$ cat src/rtl/buzzer_pulse_controller_unit_macros.svh
// ----------------------------------------------------------------------------
// Assertion macros for the buzzer pulse controller.
// Define NO_ASSERTIONS to compile the checks out.
// ----------------------------------------------------------------------------
`ifndef BUZZER_PULSE_CONTROLLER_UNIT_MACROS_SVH
`define BUZZER_PULSE_CONTROLLER_UNIT_MACROS_SVH

`ifndef NO_ASSERTIONS
// Condition in one cycle implies a condition in the same cycle.
`define BPC_ASSERT_SAME(lbl, ante, cons) \
  lbl: assert property (@(posedge clk) disable iff (rst) (ante) |-> (cons)) \
    else $error("buzzer pulse controller: same-cycle check failed");
// Condition in one cycle implies a condition in the next cycle.
`define BPC_ASSERT_NEXT(lbl, ante, cons) \
  lbl: assert property (@(posedge clk) disable iff (rst) (ante) |=> (cons)) \
    else $error("buzzer pulse controller: next-cycle check failed");
`else
`define BPC_ASSERT_SAME(lbl, ante, cons)
`define BPC_ASSERT_NEXT(lbl, ante, cons)
`endif

`endif

$ cat src/rtl/bpc_pkg.sv
// ----------------------------------------------------------------------------
// Buzzer pulse controller package
// Shared widths, codes and transaction types.
// ----------------------------------------------------------------------------
package bpc_pkg;

  localparam int FIELD_W        = 16;
  localparam int KIND_W         = 2;
  localparam int MODE_W         = 2;
  localparam int ERR_W          = 2;
  localparam int TIMER_W        = 32;
  localparam int TIME_WIDTH_DEF = 16;

  typedef enum logic [KIND_W-1:0] {
    KIND_TICK    = 2'd0,
    KIND_ENABLE  = 2'd1,
    KIND_DISABLE = 2'd2,
    KIND_PULSE   = 2'd3
  } kind_t;

  typedef enum logic [MODE_W-1:0] {
    MODE_OFF   = 2'd0,
    MODE_ON    = 2'd1,
    MODE_PULSE = 2'd2
  } mode_t;

  typedef enum logic [1:0] {
    EV_NONE  = 2'd0,
    EV_ON    = 2'd1,
    EV_OFF   = 2'd2,
    EV_PULSE = 2'd3
  } event_t;

  typedef enum logic [ERR_W-1:0] {
    ERR_OK         = 2'd0,
    ERR_ZERO_ON    = 2'd1,
    ERR_ZERO_OFF   = 2'd2,
    ERR_ZERO_TOTAL = 2'd3
  } err_t;

  typedef enum logic [4:0] {
    ST_TO_ON    = 5'b00001,
    ST_WAIT_OFF = 5'b00010,
    ST_TO_OFF   = 5'b00100,
    ST_WAIT_ON  = 5'b01000,
    ST_FINAL    = 5'b10000
  } stage_t;

  typedef struct packed {
    kind_t              kind;
    logic [FIELD_W-1:0] on_time;
    logic [FIELD_W-1:0] period;
    logic [FIELD_W-1:0] total_time;
  } item_t;

  typedef struct packed {
    logic  buzzer_level;
    mode_t mode;
    err_t  error;
  } result_t;

endpackage

$ cat src/rtl/bpc_if.sv
// ----------------------------------------------------------------------------
// Buzzer pulse controller channels
// Valid/ready channels for command transactions and result transactions.
// ----------------------------------------------------------------------------
interface bpc_item_if;
  import bpc_pkg::*;

  logic               valid;
  logic               ready;
  logic [KIND_W-1:0]  kind;
  logic [FIELD_W-1:0] on_time;
  logic [FIELD_W-1:0] period;
  logic [FIELD_W-1:0] total_time;

  modport source (output valid, kind, on_time, period, total_time, input ready);
  modport sink   (input valid, kind, on_time, period, total_time, output ready);
endinterface

interface bpc_result_if;
  import bpc_pkg::*;

  logic              valid;
  logic              ready;
  logic              buzzer_level;
  logic [MODE_W-1:0] mode;
  logic [ERR_W-1:0]  error;

  modport source (output valid, buzzer_level, mode, error, input ready);
  modport sink   (input valid, buzzer_level, mode, error, output ready);
endinterface

$ cat src/rtl/bpc_core.sv
// ----------------------------------------------------------------------------
// Buzzer pulse controller core
// Mode, pulse sequencer and timer state; applies one transaction per step.
// ----------------------------------------------------------------------------
`include "buzzer_pulse_controller_unit_macros.svh"

module bpc_core #(
  parameter int TIME_WIDTH = bpc_pkg::TIME_WIDTH_DEF
) (
  input  logic              clk,
  input  logic              rst,
  input  logic              step,
  input  bpc_pkg::item_t    item,
  output bpc_pkg::result_t  result
);
  import bpc_pkg::*;

  localparam int IW = (TIME_WIDTH < FIELD_W) ? TIME_WIDTH : FIELD_W;

  mode_t                  mode_reg, mode_reg_next;
  stage_t                 pulse_stage, pulse_stage_next;
  event_t                 pending_event, pending_event_next;
  logic [TIME_WIDTH-1:0]  pending_on, pending_on_next;
  logic [TIME_WIDTH-1:0]  pending_off, pending_off_next;
  logic [TIME_WIDTH-1:0]  pending_total, pending_total_next;
  logic [TIME_WIDTH-1:0]  active_on, active_on_next;
  logic [TIME_WIDTH-1:0]  active_off, active_off_next;
  logic [TIME_WIDTH-1:0]  active_total, active_total_next;
  logic [TIMER_W-1:0]     mode_elapsed, mode_elapsed_next;
  logic [TIMER_W-1:0]     phase_elapsed, phase_elapsed_next;
  logic [TIME_WIDTH-1:0]  final_remaining, final_remaining_next;
  logic                   level_reg, level_reg_next;
  err_t                   err;

  logic [TIME_WIDTH-1:0]  cmd_on, cmd_per, cmd_tot, cmd_off;
  logic [TIME_WIDTH-1:0]  phase_len;
  logic [TIMER_W:0]       phase_end;

  assign cmd_on  = TIME_WIDTH'(item.on_time[IW-1:0]);
  assign cmd_per = TIME_WIDTH'(item.period[IW-1:0]);
  assign cmd_tot = TIME_WIDTH'(item.total_time[IW-1:0]);
  assign cmd_off = cmd_per - cmd_on;

  always_comb begin
    mode_reg_next        = mode_reg;
    pulse_stage_next     = pulse_stage;
    pending_event_next   = pending_event;
    pending_on_next      = pending_on;
    pending_off_next     = pending_off;
    pending_total_next   = pending_total;
    active_on_next       = active_on;
    active_off_next      = active_off;
    active_total_next    = active_total;
    mode_elapsed_next    = mode_elapsed;
    phase_elapsed_next   = phase_elapsed;
    final_remaining_next = final_remaining;
    level_reg_next       = level_reg;
    err                  = ERR_OK;
    phase_len            = '0;
    phase_end            = '0;

    case (item.kind)
      KIND_TICK: begin
        mode_elapsed_next  = mode_elapsed + 1'b1;
        phase_elapsed_next = phase_elapsed + 1'b1;

        // A pending event takes effect at the start of the tick.
        case (pending_event)
          EV_ON: begin
            mode_reg_next  = MODE_ON;
            level_reg_next = 1'b1;
          end
          EV_OFF: begin
            mode_reg_next  = MODE_OFF;
            level_reg_next = 1'b0;
          end
          EV_PULSE: begin
            mode_reg_next     = MODE_PULSE;
            active_on_next    = pending_on;
            active_off_next   = pending_off;
            active_total_next = pending_total;
            pulse_stage_next  = ST_TO_ON;
          end
          default: begin
          end
        endcase
        if (pending_event != EV_NONE) begin
          mode_elapsed_next  = '0;
          pending_event_next = EV_NONE;
        end

        if (mode_reg_next == MODE_PULSE) begin
          phase_len = (pulse_stage_next == ST_TO_ON) ? active_on_next : active_off_next;
          phase_end = {1'b0, mode_elapsed_next} + (TIMER_W + 1)'(phase_len);
          case (pulse_stage_next)
            ST_TO_ON, ST_TO_OFF: begin
              level_reg_next     = (pulse_stage_next == ST_TO_ON);
              phase_elapsed_next = '0;
              if (phase_end >= (TIMER_W + 1)'(active_total_next)) begin
                pulse_stage_next = ST_FINAL;
                if (mode_elapsed_next >= TIMER_W'(active_total_next)) begin
                  final_remaining_next = '0;
                end else begin
                  final_remaining_next = active_total_next
                                         - mode_elapsed_next[TIME_WIDTH-1:0];
                end
              end else begin
                pulse_stage_next = (pulse_stage_next == ST_TO_ON) ? ST_WAIT_OFF
                                                                  : ST_WAIT_ON;
              end
            end
            ST_WAIT_OFF: begin
              if (phase_elapsed_next >= TIMER_W'(active_on_next)) begin
                pulse_stage_next = ST_TO_OFF;
              end
            end
            ST_WAIT_ON: begin
              if (phase_elapsed_next >= TIMER_W'(active_off_next)) begin
                pulse_stage_next = ST_TO_ON;
              end
            end
            ST_FINAL: begin
              if (phase_elapsed_next >= TIMER_W'(final_remaining)) begin
                pending_event_next = EV_OFF;
              end
            end
            default: begin
            end
          endcase
        end
      end
      KIND_ENABLE: begin
        pending_event_next = EV_ON;
      end
      KIND_DISABLE: begin
        pending_event_next = EV_OFF;
      end
      KIND_PULSE: begin
        // The first failing check names the error; a rejected command
        // leaves all state alone.
        if (cmd_on == '0) begin
          err = ERR_ZERO_ON;
        end else if (cmd_off == '0) begin
          err = ERR_ZERO_OFF;
        end else if (cmd_tot == '0) begin
          err = ERR_ZERO_TOTAL;
        end else begin
          pending_on_next    = cmd_on;
          pending_off_next   = cmd_off;
          pending_total_next = cmd_tot;
          pending_event_next = EV_PULSE;
        end
      end
      default: begin
      end
    endcase
  end

  always_ff @(posedge clk) begin
    if (rst) begin
      mode_reg        <= MODE_OFF;
      pulse_stage     <= ST_TO_ON;
      pending_event   <= EV_NONE;
      pending_on      <= '0;
      pending_off     <= '0;
      pending_total   <= '0;
      active_on       <= '0;
      active_off      <= '0;
      active_total    <= '0;
      mode_elapsed    <= '0;
      phase_elapsed   <= '0;
      final_remaining <= '0;
      level_reg       <= 1'b0;
    end else if (step) begin
      mode_reg        <= mode_reg_next;
      pulse_stage     <= pulse_stage_next;
      pending_event   <= pending_event_next;
      pending_on      <= pending_on_next;
      pending_off     <= pending_off_next;
      pending_total   <= pending_total_next;
      active_on       <= active_on_next;
      active_off      <= active_off_next;
      active_total    <= active_total_next;
      mode_elapsed    <= mode_elapsed_next;
      phase_elapsed   <= phase_elapsed_next;
      final_remaining <= final_remaining_next;
      level_reg       <= level_reg_next;
    end
  end

  assign result.buzzer_level = level_reg_next;
  assign result.mode         = mode_reg_next;
  assign result.error        = err;

  // Off mode never sounds and on mode always does.
  `BPC_ASSERT_SAME(a_off_silent, mode_reg == MODE_OFF, level_reg == 1'b0)
  `BPC_ASSERT_SAME(a_on_sounds, mode_reg == MODE_ON, level_reg == 1'b1)
  // Commands are only latched; mode and level move on ticks alone.
  `BPC_ASSERT_NEXT(a_cmd_latched_only, step && (item.kind != KIND_TICK),
                   $stable(mode_reg) && $stable(level_reg))

endmodule

$ cat src/rtl/buzzer_pulse_controller_unit.sv
// Results are offered from a result register fed by the input register.
// Throughput: one transaction per cycle through an input register and a result register;
// while a result waits, the input register takes one more transaction and then stalls.
// Reset: synchronous active-high rst clears the pipeline valids and all mode,
// pending-command and timer state (mode off, buzzer silent).
// ----------------------------------------------------------------------------
// Buzzer pulse controller unit
// Off, on and pulse-train buzzer control driven by tick and command transactions.
// ----------------------------------------------------------------------------
module buzzer_pulse_controller_unit #(
  parameter int TIME_WIDTH = bpc_pkg::TIME_WIDTH_DEF
) (
  input  logic         clk,
  input  logic         rst,
  bpc_item_if.sink     in_chan,
  bpc_result_if.source out_chan
);
  import bpc_pkg::*;

  // Input stage: holds one accepted transaction until the core consumes it.
  item_t   item_q;
  logic    item_valid;

  // Result stage: holds one finished result until the sink takes it.
  result_t result_q;
  result_t core_result;
  logic    result_valid;

  logic    result_free;
  logic    advance;

  // The result register can take a new value when it is empty or is being
  // drained this cycle. The input register refills whenever it empties.
  assign result_free   = !result_valid || out_chan.ready;
  assign advance       = item_valid && result_free;
  assign in_chan.ready = !item_valid || result_free;

  always_ff @(posedge clk) begin
    if (rst) begin
      item_valid   <= 1'b0;
      result_valid <= 1'b0;
    end else begin
      if (in_chan.ready) begin
        item_valid <= in_chan.valid;
      end
      if (result_free) begin
        result_valid <= advance;
      end
    end
  end

  always_ff @(posedge clk) begin
    if (in_chan.valid && in_chan.ready) begin
      item_q.kind       <= kind_t'(in_chan.kind);
      item_q.on_time    <= in_chan.on_time;
      item_q.period     <= in_chan.period;
      item_q.total_time <= in_chan.total_time;
    end
    if (advance) begin
      result_q <= core_result;
    end
  end

  // The core updates its state exactly once per transaction, in order, when
  // the transaction moves from the input register into the result register.
  bpc_core #(
    .TIME_WIDTH (TIME_WIDTH)
  ) u_core (
    .clk    (clk),
    .rst    (rst),
    .step   (advance),
    .item   (item_q),
    .result (core_result)
  );

  assign out_chan.valid        = result_valid;
  assign out_chan.buzzer_level = result_q.buzzer_level;
  assign out_chan.mode         = result_q.mode;
  assign out_chan.error        = result_q.error;

endmodule

$ cat src/flat_wrapper.sv
// flat-port wrapper written by rule: the top's interface ports become plain ports
module buzzer_pulse_controller_unit_flat import bpc_pkg::*;
#(
  parameter int TIME_WIDTH = bpc_pkg::TIME_WIDTH_DEF
)
  (clk, rst, in_chan_valid, in_chan_kind, in_chan_on_time, in_chan_period, in_chan_total_time, in_chan_ready, out_chan_valid, out_chan_buzzer_level, out_chan_mode, out_chan_error, out_chan_ready);
  bpc_item_if in_chan_i ();
  bpc_result_if out_chan_i ();
  input  logic clk;
  input  logic rst;
  input wire logic [$bits(in_chan_i.valid)-1:0] in_chan_valid;
  input wire logic [$bits(in_chan_i.kind)-1:0] in_chan_kind;
  input wire logic [$bits(in_chan_i.on_time)-1:0] in_chan_on_time;
  input wire logic [$bits(in_chan_i.period)-1:0] in_chan_period;
  input wire logic [$bits(in_chan_i.total_time)-1:0] in_chan_total_time;
  output wire logic [$bits(in_chan_i.ready)-1:0] in_chan_ready;
  output wire logic [$bits(out_chan_i.valid)-1:0] out_chan_valid;
  output wire logic [$bits(out_chan_i.buzzer_level)-1:0] out_chan_buzzer_level;
  output wire logic [$bits(out_chan_i.mode)-1:0] out_chan_mode;
  output wire logic [$bits(out_chan_i.error)-1:0] out_chan_error;
  input wire logic [$bits(out_chan_i.ready)-1:0] out_chan_ready;
  assign in_chan_i.valid = in_chan_valid;
  assign in_chan_i.kind = in_chan_kind;
  assign in_chan_i.on_time = in_chan_on_time;
  assign in_chan_i.period = in_chan_period;
  assign in_chan_i.total_time = in_chan_total_time;
  assign in_chan_ready = in_chan_i.ready;
  assign out_chan_valid = out_chan_i.valid;
  assign out_chan_buzzer_level = out_chan_i.buzzer_level;
  assign out_chan_mode = out_chan_i.mode;
  assign out_chan_error = out_chan_i.error;
  assign out_chan_i.ready = out_chan_ready;
  buzzer_pulse_controller_unit #(.TIME_WIDTH(TIME_WIDTH)) u_core (.clk(clk), .rst(rst), .in_chan(in_chan_i), .out_chan(out_chan_i));
endmodule
$ cat config.mk
export PLATFORM = sky130hd
export DESIGN_NAME = buzzer_pulse_controller_unit_flat
export DESIGN_NICKNAME = d
export VERILOG_FILES = /design/src/rtl/bpc_pkg.sv /design/src/rtl/bpc_if.sv /design/src/rtl/bpc_core.sv /design/src/rtl/buzzer_pulse_controller_unit.sv /design/src/flat_wrapper.sv
export VERILOG_INCLUDE_DIRS = /design/src /design/src/rtl
export SDC_FILE = /design/constraint.sdc
export NUM_CORES = 1
export LEC_CHECK = 0
export ABC_AREA = 1
export BUFFER_PORTS_ARGS = -buffer_cell sky130_fd_sc_hd__buf_2
export CAP_MARGIN = 0
export CORE_MARGIN = 3
export CORE_UTILIZATION = 45
export CTS_BUF_LIST = sky130_fd_sc_hd__clkbuf_4 sky130_fd_sc_hd__clkbuf_8
export DETAILED_ROUTE_END_ITERATION = 10
export GPL_ROUTABILITY_DRIVEN = 0
export PLACE_DENSITY = 0.6
export SYNTH_ARGS = -nofsm -noshare
export SYNTH_HDL_FRONTEND = slang
export SYNTH_SLANG_ARGS = --single-unit
$ cat constraint.sdc
create_clock -name clk -period 4.6 [get_ports clk]
set_clock_uncertainty 0.1 [all_clocks]
set_input_delay 0.69 -clock clk [delete_from_list [all_inputs] [get_ports clk]]
set_output_delay 0.69 -clock clk [all_outputs]
set_load 0.03 [all_outputs]
# Yosys cells after proc, flatten, opt, wreduce, memory -nomap -nowiden
# Cells that the tools add are included.
# op_classes
bitwise	4
n_eq_ne	15
n_reduce_logical	17
order_cmp	5
muxes	38
addsub	5
# op_table
cell	n
32-bit by 16-bit >= comparator with 1-bit output	4
16-bit two-way mux	8
32-bit two-way mux	4
32-bit by 1-bit adder with 32-bit output, second input constant	2
16-bit zero test	3
32-bit by 16-bit adder with 33-bit output	1
33-bit by 16-bit >= comparator with 1-bit output	1
16-bit subtractor	2
5-bit two-way mux	6
2-bit two-way mux	11
5-bit one-hot mux with 3 select lines	1
2-bit equality test, second input constant	5
5-bit AND reduction	2
2-bit one-hot mux with 4 select lines	1
2-bit != test, second input constant	3
2-bit one-hot mux with 3 select lines	1
5-bit by 1-bit equality test with 1-bit output, second input constant	1
5-bit by 2-bit equality test with 1-bit output, second input constant	1
5-bit by 3-bit equality test with 1-bit output, second input constant	1
5-bit by 4-bit equality test with 1-bit output, second input constant	1
5-bit equality test, second input constant	1
2-bit by 1-bit equality test with 1-bit output, second input constant	2
1-bit two-way mux	4
4-bit two-way mux	1
other kinds (10)	17
# word_totals
input_bits	54
elab_cells	107
register_bits	243
output_inout_bits	7

# Logic depth before layout (Yosys ltp)
# logic_depth
ltp_word	10
mapped_depth	38
mapped_depth_nobuf	35

# Hierarchy
# Synthesis repeated with hierarchy kept, for this count alone.
# hier_totals
hier_cells	2310
area_unflattened_um2	16259.3
# by_module_without_submodules
module	instances	seq_area_each_um2	area_per_inst_um2	cells_each
bpc_core	1	3723.6	14516.4	2243
buzzer_pulse_controller_unit	1	1691.6	1742.9	67

# Worst setup path before layout
# No wires, ideal clock.
# synth_timing
path_type	reg2reg
start	register u_core.u_core.pending_event[0]
end	register u_core.u_core.final_remaining[13]
path_stages_with_launch	33
period_less_slack_ns	4.967
arrival_ns	4.799
required_time_ns	4.432
path_slack_ns	-0.367
path_cell_list	dfxtp_1 ha_1 clkbuf_1 nor2_1 nor2_1 inv_1 nor4_1 clkbuf_1 inv_1 o21ai_0 inv_1 fa_1 nand3b_1 nand2_1 a31oi_1 o31ai_1 xor2_1 ha_1 a21o_1 a21oi_1 nand3_1 nand2_1 nand2_1 nand2_1 nand3b_1 nor2_1 nand2_1 nor2_4 nand3_4 nand2_4 buf_12 nand2_2 a21oi_2
# synth_via
elab_chain_len	8
word_cells_on_any_way	27
cone_classes	2 x add/sub; 2 x order compare; 6 x eq/ne; 14 x mux; 3 x reduce/logical
# synth_rtl
element	line_no	rtl
from (decl)	bpc_core.sv:22	event_t pending_event, pending_event_next;
from (signal assigned)	bpc_core.sv:177	pending_event <= pending_event_next;
2-bit equality test	bpc_core.sv:68	case (pending_event)
5-bit two-way mux	bpc_core.sv:68	
5-bit two-way mux	bpc_core.sv:62	case (item.kind)
5-bit by 1-bit equality test with 1-bit output	bpc_core.sv:93, bpc_core.sv:95	
16-bit two-way mux	bpc_core.sv:93	phase_len = (pulse_stage_next == ST_TO_ON) ? active_on_next : active_off_next;
32-bit by 16-bit adder with 33-bit output	bpc_core.sv:94	phase_end = {1'b0, mode_elapsed_next} + (TIMER_W + 1)'(phase_len);
33-bit by 16-bit >= comparator with 1-bit output	bpc_core.sv:99	if (phase_end >= (TIMER_W + 1)'(active_total_next)) begin
5-bit AND reduction (no source line)	-	
to (signal assigned)	bpc_core.sv:186	final_remaining <= final_remaining_next;
to (decl)	bpc_core.sv:31	logic [TIME_WIDTH-1:0] final_remaining, final_remaining_next;
# Parallel ways exist; a longest one is shown, timed or not. The select of a mux whose other input is x is not followed.
# A chain may end at the register's enable or synchronous reset.

# Final worst setup path
# layout_timing
start	register u_core.u_core.pending_event[1]
end	register u_core.u_core.final_remaining[4]
# The elaborated chain is that of the path after synthesis.

==> flow_metrics.py <==
metrics = {
    "worst_setup_path": {
        "crit_top_cell": "nand2_1",
        "end_kind": "register",
        "crit_path_max_incr_delay_ps": 350,
        "r2r_setup_slack_ps": -140,
        "slowest_stage": "dfxtp_2",
        "start_kind": "register",
        "cp_max_fo": 8,
        "crit_required_ps": 4970,
        "critPathKind": "register to register",
        "crit_arrival_ps": 5110,
        "reg2regPathDepth": 30,
    },
    "timing": {
        "max_freq_mhz": 211,
        "finalHoldViolations": 0,
        "finalMaxSlewViolations": 0,
        "setup_ws_ps": -141,
        "fin_crit_ps": 4740,
        "setup_viol": 18,
        "rsz0062_at_grt": "true",
        "finalCritPeriodShare_pct": 103,
        "maxSlewHeadroom_pct": 34.6,
        "tightest_slew_ps": 982,
    },
    "global_routing": {
        "grt_pass1_vias": 14931,
        "grt_pass1_wl_um": 75100,
        "gr-total-overflow": 0,
        "grt_max_degree": 78,
        "antenna_found_initial": 0,
        "grt_use_total_pct": 23.7,
    },
    "placed_design": {
        "place_ws_ps": -221,
        "hpwl_um": 35000,
        "port_buffers": 60,
    },
    "clocking": {
        "cts_max_level": 2,
        "ctsRootBufferMaster": "clkbuf_8",
        "clk_latency_ps": 610,
        "path_clk_slew_ps": 60,
        "clock-sinks": 243,
        "cts_tree": "done",
        "cts_hold_buf": 0,
        "cts-buffers-inserted": 45,
        "clk_path_buf_depth": 3,
    },
    "synth": {
        "seq_area_frac_synth_pct": 33.2,
        "async_flop_share_pct": 0,
        "synth_cell_types": 52,
        "syn_inst": 2307,
        "synth_top_area_share_pct": 23.1,
        "syn_area_sq_mm": 0.0163,
        "ys_top_cells_by_area": "dfxtp_1 23%, nand2_1 12%, edfxtp_1 10%",
        "ys_ff_latch": 243,
        "synth-main-ff-cell": "dfxtp_1",
        "avgSynthCellArea_sq_um": 7.07,
        "synth_top_area_cell": "dfxtp_1",
        "synth_edf_count": 55,
        "yosys_warnings": 0,
        "synth_nets": 2496,
    },
    "floorplan": {
        "dieArea_sq_mm": 0.0386,
        "die_width_um": 196,
        "rows": 69,
        "design.core.area_sq_mm": 0.0357,
        "start_util_pct": 45.7,
        "ios": 61,
        "die_y_um": 196,
    },
    "run_status": {
        "status": "finished, violations left",
        "violations": "setup timing",
    },
    "cells_and_area": {
        "nets": 2675,
        "largest_reg_flops": 50,
        "areaGrowthSynthToFinish_pct": 18.1,
        "drive_gt1_share_pct": 16.7,
        "largest_register": "u_core.item_q",
        "diodes": 0,
        "reg.largest.list": "u_core.item_q: 50 flops, u_core.u_core.mode_elapsed: 32 flops, u_core.u_core.phase_elapsed: 32 flops",
    },
    "route": {
        "antenna_left": 0,
        "dr.pass1.iters": 7,
        "wire_per_inst_um": 15.5,
        "viasPerCell": 5.25,
        "drt_wl_total_um": 46100,
        "drc": 0,
        "drtIter0Drc": 1040,
        "vias": 15669,
    },
    "hold_path": {
        "hold_path_depth": 1,
        "hold_class": "input pin to register",
    },
    "pwr": {
        "power_density_mw_per_mm2": 287,
        "peakVddDrop_mv": 0.305,
        "power_mw": 5.54,
        "p_leak_nw": 8.36,
    },
    "flow_run": {
        "max-cap-violations": 0,
    },
}
==> area by class of cell <==
cell class / instances / area [sq um]
inverters: 305 / 1150
fillers: 3488 / 16400
clock buffers: 71 / 865
well taps: 461 / 577
flip-flops and latches: 243 / 5420
clock inverters: 12 / 91.3
multi-input cells: 1678 / 9620
repair buffers: 213 / 1540
==> through the flow <==
stage	instances	utilization [%]	hold WS, ps	area (sq um)	TNS (ps)
after floorplan	2307	-	321	16400	0
after detailed placement	2871	50.0	339	17800	-2980
final	2983	54.0	152	19300	-2040
after global placement	2871	50.0	335	17800	-1180
after CTS	2980	53.7	98.0	19100	-156
after global routing	2983	54.0	115	19300	-8330
==> critical path, delay by kind of cell, from the launching register on <==
| kind | cells | cell delay [ps] |
|---|---|---|
| AND/OR/NAND/NOR | 16 | 1630 |
| XOR/XNOR | 1 | 220 |
| adder cells (fa/ha/maj) | 4 | 1000 |
| flip-flops | 1 | 350 |
| buffers and inverters | 4 | 550 |
| AO/OA/AOI/OAI | 5 | 780 |
==> cell usage in the layout (no fill, tap or decap), drive strengths merged, types with 2 or more instances in the layout <==
| master | instances |
|---|---|
| nor3 | 26 |
| a21boi | 5 |
| edfxtp | 55 |
| dfxtp | 188 |
| clkbuf | 71 |
| o211ai | 2 |
| clkinv | 13 |
| a21oi | 264 |
| nand4 | 41 |
| nand2 | 524 |
| buf | 213 |
| or2 | 2 |
| fa | 3 |
| inv | 303 |
| nand3 | 150 |
| o31ai | 6 |
| o21ai | 170 |
| or4 | 4 |
| a31oi | 4 |
| nor4 | 14 |
| xor2 | 51 |
| xnor2 | 19 |
| nor2 | 214 |
| mux2i | 13 |
| o21bai | 8 |
| a22oi | 2 |
| a211oi | 5 |
| nand3b | 5 |
| ha | 132 |
| a21o | 6 |
| o2111ai | 2 |
==> cell usage after synthesis, types with 5 or more instances <==
cell type and number:
o31ai_1 6, nand3_1 139, nand3_2 6, o21bai_1 5
nand3_4 5, a21o_1 6, mux2i_1 13, nor4_1 14
a21oi_2 9, a211oi_1 5, o21ai_0 165, nor3_1 26
nand2_1 501, buf_2 9, o21ai_1 5, clkbuf_1 66
nor2_1 184, xor2_1 51, inv_1 293, edfxtp_1 55
ha_1 132, inv_2 9, nor2_4 14, nand2_2 21
nor2_2 16, a21boi_0 5, nand3b_1 5, a21oi_1 255
xnor2_1 19, nand4_1 40, dfxtp_1 188
==> cells by family after synthesis <==
| kind of cell | after synthesis | synth area share (%) |
|---|---|---|
| simple gates | 982 | 27.0 |
| compound gates | 477 | 15.6 |
| buf+inv | 387 | 9.15 |
| flops | 243 | 33.2 |
| fa+ha+maj | 135 | 10.5 |
| xor+xnor | 70 | 3.76 |
| mux | 13 | 0.798 |
==> metal layers <==
metal,vias to the layer above,GRT usage (%),wire [um]
li1,7982,-,-
met3,98,3.64,2330
met4,0,9.43,1640
met5,-,0,0
met2,381,38.6,21100
met1,7208,31.9,21000
==> path summary, 6_finish.rpt <==
check	from	end
setup / recovery	u_core.u_core.pending_event[1]	u_core.u_core.final_remaining[4]
setup reg to reg	u_core.u_core.pending_event[1]	u_core.u_core.final_remaining[4]
hold reg to reg	u_core.u_core.pending_off[10]	u_core.u_core.pending_off[10]
hold / removal	in_chan_period[9]	u_core.item_q[25]
==> repair_timing <==
item / 4_1_cts / 5_1_grt
pin swaps: 5 / 14
gates cloned: 1 / 1
setup buffers: 25 / 3
resized for setup: 27 / 28
endpoints found under the setup margin: 19 / 21
==> where the power goes <==
part | internal, mW | total [mW] | switching, mW
logic | 0.394 | 1.04 | 0.641
clock network | 1.25 | 2.20 | 0.948
registers | 2.25 | 2.30 | 0.0447
total | 3.90 | 5.54 | 1.63
(Power assumes the default switching activity.)
